==> src/rtl/ham6enc_pkg.sv <==
// Shared types, constants and helpers for the HAM6 pixel encoder.
package ham6enc_pkg;

	// number of palette entries searched, 1 to 16
	localparam int PAL_ENTRIES = 16;
	localparam int IDX_W = (PAL_ENTRIES > 1) ? $clog2(PAL_ENTRIES) : 1;

	localparam int NIB_W = 4;
	localparam int DIST_W = 6;
	localparam int PEN_W = 6;
	localparam int ENTRY_W = 12;
	localparam int WORD_W = 48;
	localparam int ENTRIES_PER_WORD = WORD_W / ENTRY_W;
	localparam int NUM_WORDS = 4;
	localparam int CFG_IDX_W = 3;

	localparam logic [PEN_W-1:0] PEN_BLUE = 6'h10;
	localparam logic [PEN_W-1:0] PEN_RED = 6'h20;
	localparam logic [PEN_W-1:0] PEN_GREEN = 6'h30;

	typedef enum logic [CFG_IDX_W-1:0] {
		REG_PAL_ENABLE = 3'd0,
		REG_PAL_WORDS_A = 3'd1,
		REG_PAL_WORDS_B = 3'd2,
		REG_PAL_WORDS_C = 3'd3,
		REG_PAL_WORDS_D = 3'd4
	} cfg_reg_t;

	// one pipeline word travelling down the palette search chain
	typedef struct packed {
		logic valid;
		logic [NIB_W-1:0] red;
		logic [NIB_W-1:0] green;
		logic [NIB_W-1:0] blue;
		logic line_start;
		logic found;
		logic [DIST_W-1:0] diff_sum;
		logic [IDX_W-1:0] idx;
	} stage_word_t;

	function automatic logic [NIB_W-1:0] absdiff4(input logic [NIB_W-1:0] a,
			input logic [NIB_W-1:0] b);
		absdiff4 = (a >= b) ? (a - b) : (b - a);
	endfunction

endpackage

==> src/rtl/ham6enc_pal_cell.sv <==
// One palette search cell: compares the pixel with one entry and keeps the best so far.
module ham6enc_pal_cell (
	input logic clk,
	input logic arst_n,
	input logic advance,
	input logic [ham6enc_pkg::IDX_W-1:0] entry_idx,
	input logic [ham6enc_pkg::ENTRY_W-1:0] entry,
	input ham6enc_pkg::stage_word_t prev,
	output ham6enc_pkg::stage_word_t nxt
);

	logic [ham6enc_pkg::DIST_W-1:0] diff_sum;
	logic take;
	ham6enc_pkg::stage_word_t upd;
	ham6enc_pkg::stage_word_t word_s1;

	always_comb begin
		diff_sum = {2'b00, ham6enc_pkg::absdiff4(entry[11:8], prev.red)}
			+ {2'b00, ham6enc_pkg::absdiff4(entry[7:4], prev.green)}
			+ {2'b00, ham6enc_pkg::absdiff4(entry[3:0], prev.blue)};
		// strict compare keeps the lowest index on ties
		take = !prev.found || (diff_sum < prev.diff_sum);
		upd = prev;
		if (take) begin
			upd.found = 1'b1;
			upd.diff_sum = diff_sum;
			upd.idx = entry_idx;
		end
	end

	always_ff @(posedge clk or negedge arst_n) begin
		if (!arst_n) begin
			word_s1 <= '0;
		end else if (advance) begin
			word_s1 <= upd;
		end
	end

	assign nxt = word_s1;

endmodule

==> src/rtl/ham6enc_hold_stage.sv <==
// Final stage: held colour, hold-and-modify choice against palette best, output register.
module ham6enc_hold_stage (
	input logic clk,
	input logic arst_n,
	input logic advance,
	input logic pal_en,
	input ham6enc_pkg::stage_word_t word_in,
	input logic [ham6enc_pkg::ENTRY_W-1:0] pal_color,
	output logic out_valid,
	output logic [ham6enc_pkg::PEN_W-1:0] pen_code
);

	logic [ham6enc_pkg::NIB_W-1:0] held_red_q, held_green_q, held_blue_q;
	logic [ham6enc_pkg::NIB_W-1:0] cur_red, cur_green, cur_blue;
	logic [ham6enc_pkg::NIB_W-1:0] rd, gd, bd, mx;
	logic [ham6enc_pkg::DIST_W-1:0] ham_err;
	logic red_wins, green_wins, use_pal;
	logic [ham6enc_pkg::NIB_W-1:0] nxt_red, nxt_green, nxt_blue;
	logic [ham6enc_pkg::PEN_W-1:0] pen;
	logic valid_q;
	logic [ham6enc_pkg::PEN_W-1:0] pen_q;

	always_comb begin
		// line start: held colour is black for this pixel
		cur_red = word_in.line_start ? '0 : held_red_q;
		cur_green = word_in.line_start ? '0 : held_green_q;
		cur_blue = word_in.line_start ? '0 : held_blue_q;
		rd = ham6enc_pkg::absdiff4(cur_red, word_in.red);
		gd = ham6enc_pkg::absdiff4(cur_green, word_in.green);
		bd = ham6enc_pkg::absdiff4(cur_blue, word_in.blue);
		red_wins = (rd >= gd) && (rd >= bd);
		green_wins = (gd >= bd);
		mx = red_wins ? rd : (green_wins ? gd : bd);
		ham_err = {2'b00, rd} + {2'b00, gd} + {2'b00, bd} - {2'b00, mx};
		use_pal = pal_en && word_in.found && (word_in.diff_sum < ham_err);
		nxt_red = cur_red;
		nxt_green = cur_green;
		nxt_blue = cur_blue;
		if (use_pal) begin
			pen = {{(ham6enc_pkg::PEN_W-ham6enc_pkg::IDX_W){1'b0}}, word_in.idx};
			nxt_red = pal_color[11:8];
			nxt_green = pal_color[7:4];
			nxt_blue = pal_color[3:0];
		end else if (red_wins) begin
			pen = ham6enc_pkg::PEN_RED | {2'b00, word_in.red};
			nxt_red = word_in.red;
		end else if (green_wins) begin
			pen = ham6enc_pkg::PEN_GREEN | {2'b00, word_in.green};
			nxt_green = word_in.green;
		end else begin
			pen = ham6enc_pkg::PEN_BLUE | {2'b00, word_in.blue};
			nxt_blue = word_in.blue;
		end
	end

	always_ff @(posedge clk or negedge arst_n) begin
		if (!arst_n) begin
			held_red_q <= '0;
			held_green_q <= '0;
			held_blue_q <= '0;
			valid_q <= 1'b0;
		end else if (advance) begin
			valid_q <= word_in.valid;
			if (word_in.valid) begin
				held_red_q <= nxt_red;
				held_green_q <= nxt_green;
				held_blue_q <= nxt_blue;
			end
		end
	end

	always_ff @(posedge clk) begin
		if (advance) begin
			pen_q <= pen;
		end
	end

	assign out_valid = valid_q;
	assign pen_code = pen_q;

endmodule

==> src/rtl/ham6_pixel_encoder_unit.sv <==
// HAM6 pixel encoder top level: config registers, palette search chain, hold stage.
//
// Input channel: one pixel word per accepted handshake (in_valid high, in_stall low):
// red/green/blue samples (top nibble used) and line_start, which blacks out the held
// colour before that pixel. Output channel: one 6-bit pen_code word per pixel, in order.
// Throughput is one pixel per cycle while no result waits stalled. There is one search
// cell per palette entry, then the hold stage that closes the held-colour loop and
// fills the output register.
// When the receiver stalls, the output word holds and the whole chain freezes;
// in_stall is raised only while a result waits stalled, so a new pixel is still taken
// whenever the output register is empty or being drained.
// Reset clears the held colour, the palette registers, palette_enable and all word
// valids. Configuration (cfg_write_enable, cfg_index, cfg_data) takes effect at once
// and is meant to be written with the pipeline empty; indexes past the list are ignored.
module ham6_pixel_encoder_unit (
	input logic clk,
	input logic arst_n,
	input logic in_valid,
	output logic in_stall,
	input logic [7:0] red_sample,
	input logic [7:0] green_sample,
	input logic [7:0] blue_sample,
	input logic line_start,
	output logic out_valid,
	input logic out_stall,
	output logic [ham6enc_pkg::PEN_W-1:0] pen_code,
	input logic cfg_write_enable,
	input logic [ham6enc_pkg::CFG_IDX_W-1:0] cfg_index,
	input logic [ham6enc_pkg::WORD_W-1:0] cfg_data
);

	logic pal_en_q;
	logic [ham6enc_pkg::WORD_W-1:0] pal_words_q [ham6enc_pkg::NUM_WORDS];
	logic [ham6enc_pkg::ENTRY_W-1:0] pal_entry [ham6enc_pkg::PAL_ENTRIES];
	ham6enc_pkg::stage_word_t chain [ham6enc_pkg::PAL_ENTRIES+1];
	ham6enc_pkg::stage_word_t last_word;
	logic advance;

	always_ff @(posedge clk or negedge arst_n) begin
		if (!arst_n) begin
			pal_en_q <= 1'b0;
			for (int i = 0; i < ham6enc_pkg::NUM_WORDS; i++) begin
				pal_words_q[i] <= '0;
			end
		end else if (cfg_write_enable) begin
			unique case (cfg_index)
				ham6enc_pkg::REG_PAL_ENABLE: pal_en_q <= cfg_data[0];
				ham6enc_pkg::REG_PAL_WORDS_A: pal_words_q[0] <= cfg_data;
				ham6enc_pkg::REG_PAL_WORDS_B: pal_words_q[1] <= cfg_data;
				ham6enc_pkg::REG_PAL_WORDS_C: pal_words_q[2] <= cfg_data;
				ham6enc_pkg::REG_PAL_WORDS_D: pal_words_q[3] <= cfg_data;
				default: ;
			endcase
		end
	end

	for (genvar k = 0; k < ham6enc_pkg::PAL_ENTRIES; k++) begin : g_entry
		assign pal_entry[k] = pal_words_q[k / ham6enc_pkg::ENTRIES_PER_WORD]
			[(k % ham6enc_pkg::ENTRIES_PER_WORD) * ham6enc_pkg::ENTRY_W +: ham6enc_pkg::ENTRY_W];
	end

	// whole chain moves unless a finished word sits stalled at the output
	assign advance = !out_valid || !out_stall;
	assign in_stall = !advance;

	always_comb begin
		chain[0] = '0;
		chain[0].valid = in_valid;
		chain[0].red = red_sample[7:4];
		chain[0].green = green_sample[7:4];
		chain[0].blue = blue_sample[7:4];
		chain[0].line_start = line_start;
	end

	for (genvar k = 0; k < ham6enc_pkg::PAL_ENTRIES; k++) begin : g_cell
		ham6enc_pal_cell u_cell (
			.clk(clk),
			.arst_n(arst_n),
			.advance(advance),
			.entry_idx(ham6enc_pkg::IDX_W'(k)),
			.entry(pal_entry[k]),
			.prev(chain[k]),
			.nxt(chain[k+1])
		);
	end

	// the hold stage loads the chosen entry's colour when the palette wins
	ham6enc_pkg::stage_word_t tail;
	logic [ham6enc_pkg::ENTRY_W-1:0] chosen_color;
	ham6enc_pkg::stage_word_t hold_word;

	assign tail = chain[ham6enc_pkg::PAL_ENTRIES];
	assign chosen_color = pal_entry[tail.idx];

	ham6enc_hold_stage u_hold (
		.clk(clk),
		.arst_n(arst_n),
		.advance(advance),
		.pal_en(pal_en_q),
		.word_in(hold_word),
		.pal_color(chosen_color),
		.out_valid(out_valid),
		.pen_code(pen_code)
	);

	assign last_word = tail;

	always_comb begin
		hold_word = last_word;
	end

endmodule

==> config.mk <==
export PLATFORM = sky130hd
export DESIGN_NAME = ham6_pixel_encoder_unit
export DESIGN_NICKNAME = d
export VERILOG_FILES = /design/src/rtl/ham6enc_pkg.sv /design/src/rtl/ham6enc_pal_cell.sv /design/src/rtl/ham6enc_hold_stage.sv /design/src/rtl/ham6_pixel_encoder_unit.sv
export SDC_FILE = /design/constraint.sdc
export NUM_CORES = 2
export LEC_CHECK = 0
export BUFFER_PORTS_ARGS = -buffer_cell sky130_fd_sc_hd__buf_2
export CAP_MARGIN = 40
export CORE_MARGIN = 10
export CORE_UTILIZATION = 55
export DETAILED_ROUTE_END_ITERATION = 10
export GPL_TIMING_DRIVEN = 1
export PLACE_DENSITY = 0.74
export SYNTH_ARGS = -nofsm -noshare
export SYNTH_HDL_FRONTEND = slang
export SYNTH_SLANG_ARGS = --single-unit
export TNS_END_PERCENT = 1
==> constraint.sdc <==
create_clock -name clk -period 6.4 [get_ports clk]
set_input_delay 0.64 -clock clk [delete_from_list [all_inputs] [get_ports clk]]
set_output_delay 0.64 -clock clk [all_outputs]
set_load 0.02 [all_outputs]
==> reports/metrics.yaml <==
final_layout:
  final_cell_mix: "inv_1, dfrtp_1, ha_1"
  fin_util: 0.609
  synthToLayoutAreaGrowth_pct: 9.34
  drive_gt1_frac: 0.104
  fin_nets: 5374
  layout_commonest_cell: "inv_1"
run:
  max-cap-violations: 0
timing:
  finalSetupViolations: 0
  fin_tns_setup_ps: 0
  tightest_slew_ps: 928
  rsz0062_at_grt: "true"
  skew_ps: 25.6
  report.final.slew_viol_count: 0
  min_period_ps: 6400
  fin_crit_sh: 0.999
  fmax_mhz: 156
  slew_headroom: 0.382
  finalHoldViolCount: 0
global_routing:
  overflow: 0
  antenna_found_initial: 12
  grt_pass1_wl_mm: 182
  grt_max_degree: 222
  grtUsageTotal: 0.254
  grt_pass1_vias: 32385
yosys:
  ys_seq_area_frac: 0.340
  synthArstFlopShare: 0.990
  synth_nets: 5328
  ys_ff_latch: 597
  netlist_area_um2: 44000
  avgSynthCellArea_um2: 9.73
  synth_edf_count: 6
  ys.warnings.count: 0
  synth_cell_types: 58
  synth_cells: 4526
  synth_ff_type: "dfrtp_1"
cts:
  cts_sinks: 597
  cts_tree: "built"
  h-tree-depth: 3
  clockBufferDepth: 3
  cts_hold_repair.buffers: 0
  clkTransAtPathRegs_ps: 60
  worstSkewPairLatency_ps: 620
  root_buffer: "clkbuf_16"
  cts_buffers: 68
routing:
  drc: 0
  wl_per_cell_um: 20.4
  vias_per_cell: 5.63
  drt_first_pass_iters: 5
  num_vias: 31990
  wl_mm: 116
  first_iter_violations: 2263
  postRouteAntennaNets: 0
floorplan:
  dieWidth_um: 303
  start_util: 0.557
  die_y_um: 303
  rows: 103
  core_area_um2: 79100
  ios: 89
  dieArea_um2: 91800
critical_path:
  reg2reg_from: "g_cell[15].u_cell.nxt[11]$_DFFE_PN0N_"
  cp-end-kind: "flip-flop"
  reg2reg_depth: 27
  cp.required_ps: 6730
  path_max_fanout: 6
  cp.arrival_ps: 6720
  startpoint_type: "flip-flop"
  r2r_end: "u_hold.pen_code[3]$_DFFE_PN_"
  critical_path.startpoint: "g_cell[15].u_cell.nxt[11]$_DFFE_PN0N_"
  path_class: "reg2reg"
  reg2reg_slack_ps: 4
hold_path:
  hp-class: "in2async"
run_status:
  outcome: "finished clean"
place:
  finalWeightedCongestion: 0.947
  dpl.hpwl_mm: 88.1
  io_buffers: 76
## state kept, by name, indices dropped and copies added (netlist names)
register	flops
u_hold.out_valid	1
u_hold.held_red_q	4
pal_entry	192
pal_en_q	1
u_hold.held_blue_q	4
g_cell.u_cell.nxt	385
u_hold.held_green_q	4
u_hold.pen_code	6
## worst max path at each step
stage                                    endpoint  cells after the start
2_1_floorplan    u_hold.held_red_q[2]$_DFFE_PN0P_                     31
3_3_place_gp    u_hold.held_blue_q[3]$_DFFE_PN0P_                     27
3_5_place_dp     u_hold.held_red_q[0]$_DFFE_PN0P_                     28
4_1_cts              u_hold.pen_code[3]$_DFFE_PN_                     27
5_1_grt        u_hold.held_green_q[3]$_DFFE_PN0P_                     29
6_report             u_hold.pen_code[3]$_DFFE_PN_                     27
## cell usage after synthesis, types with 11 or more instances
cell	count	area, µm²
a21o_1	310	2330
nor3_1	29	145
o21ai_0	402	2010
mux2i_1	208	2080
nor2b_1	20	125
inv_1	618	2320
mux4_2	60	1350
nand2b_1	37	231
nor2_1	152	571
mux2_2	134	1510
xor2_1	108	946
ha_1	583	7290
a21oi_1	287	1440
nand2_1	527	1980
clkbuf_1	131	492
xnor2_1	76	666
fa_1	138	2760
o21ai_1	24	120
dfrtp_1	591	14800
buf_1	11	41.3
## per-stage QoR
step           hold slack (ps)  setup WS, ps  instance area (µm²)  instances
6_report                  23.9          3.82                48200       5679
3_5_place_dp               450          -148                45700       5550
2_1_floorplan              344        -0.921                44100       4526
3_3_place_gp               443         -13.6                45700       5548
5_1_grt                   89.4          -349                48100       5672
4_1_cts                   55.5          21.9                48100       5671
## worst max-delay path, stage by stage, from the launching register on
cell and delay, ps:
dfrtp_1 380, inv_2 90, nand2_1 90, ha_1 230, fa_2 350, a21boi_1 150
o21ai_2 170, mux2i_1 220, o22ai_1 130, or4b_4 540, o21ai_4 130, ha_4 250
a221o_1 370, mux2_4 320, fa_1 510, inv_1 50, ha_1 280, a21o_1 170
a21oi_2 130, o21bai_1 80, a21oi_1 170, xor2_1 190, ha_1 280, a211oi_2 260
o21ai_4 170, nor2b_2 210, nand2_1 80, o221ai_1 120
## metal layers
| metal | vias to the layer above | global-route usage | wire (µm) |
|---|---|---|---|
| met2 | 908 | 0.402 | 52300 |
| met5 | - | 0 | 39 |
| met4 | 6 | 0.122 | 5830 |
| li1 | 15250 | - | - |
| met1 | 15594 | 0.333 | 48200 |
| met3 | 232 | 0.0511 | 9350 |
## cells by family (layout without fill, tap and decap cells)
logic type,count (synthesis),in the layout,share of synthesized area
compound gates,1063,1063,0.143
simple gates,786,786,0.0727
buf+inv,769,865,0.0662
fa+ha+maj,722,722,0.229
flops,597,597,0.340
mux,405,405,0.113
xor+xnor,184,184,0.0366
other cells,0,7,0
## area by class of cell
| class | instances | area (µm²) |
|---|---|---|
| fill | 6593 | 31000 |
| sequential | 597 | 15000 |
| timing repair buffer | 126 | 885 |
| multi-input combinational | 3160 | 26300 |
| clock buffer | 99 | 2050 |
| antenna | 7 | 17.5 |
| inverter | 619 | 2330 |
| tap | 1050 | 1310 |
| clock inverter | 21 | 254 |
## what timing repair did
action,in CTS,in global routing
endpoints found under the setup margin,18,18
setup buffers,1,1
resized for setup,11,16
pin swaps,2,8
Power is not shown: default switching activity piles up to over one toggle a cycle in this logic, so the estimate is an artifact.
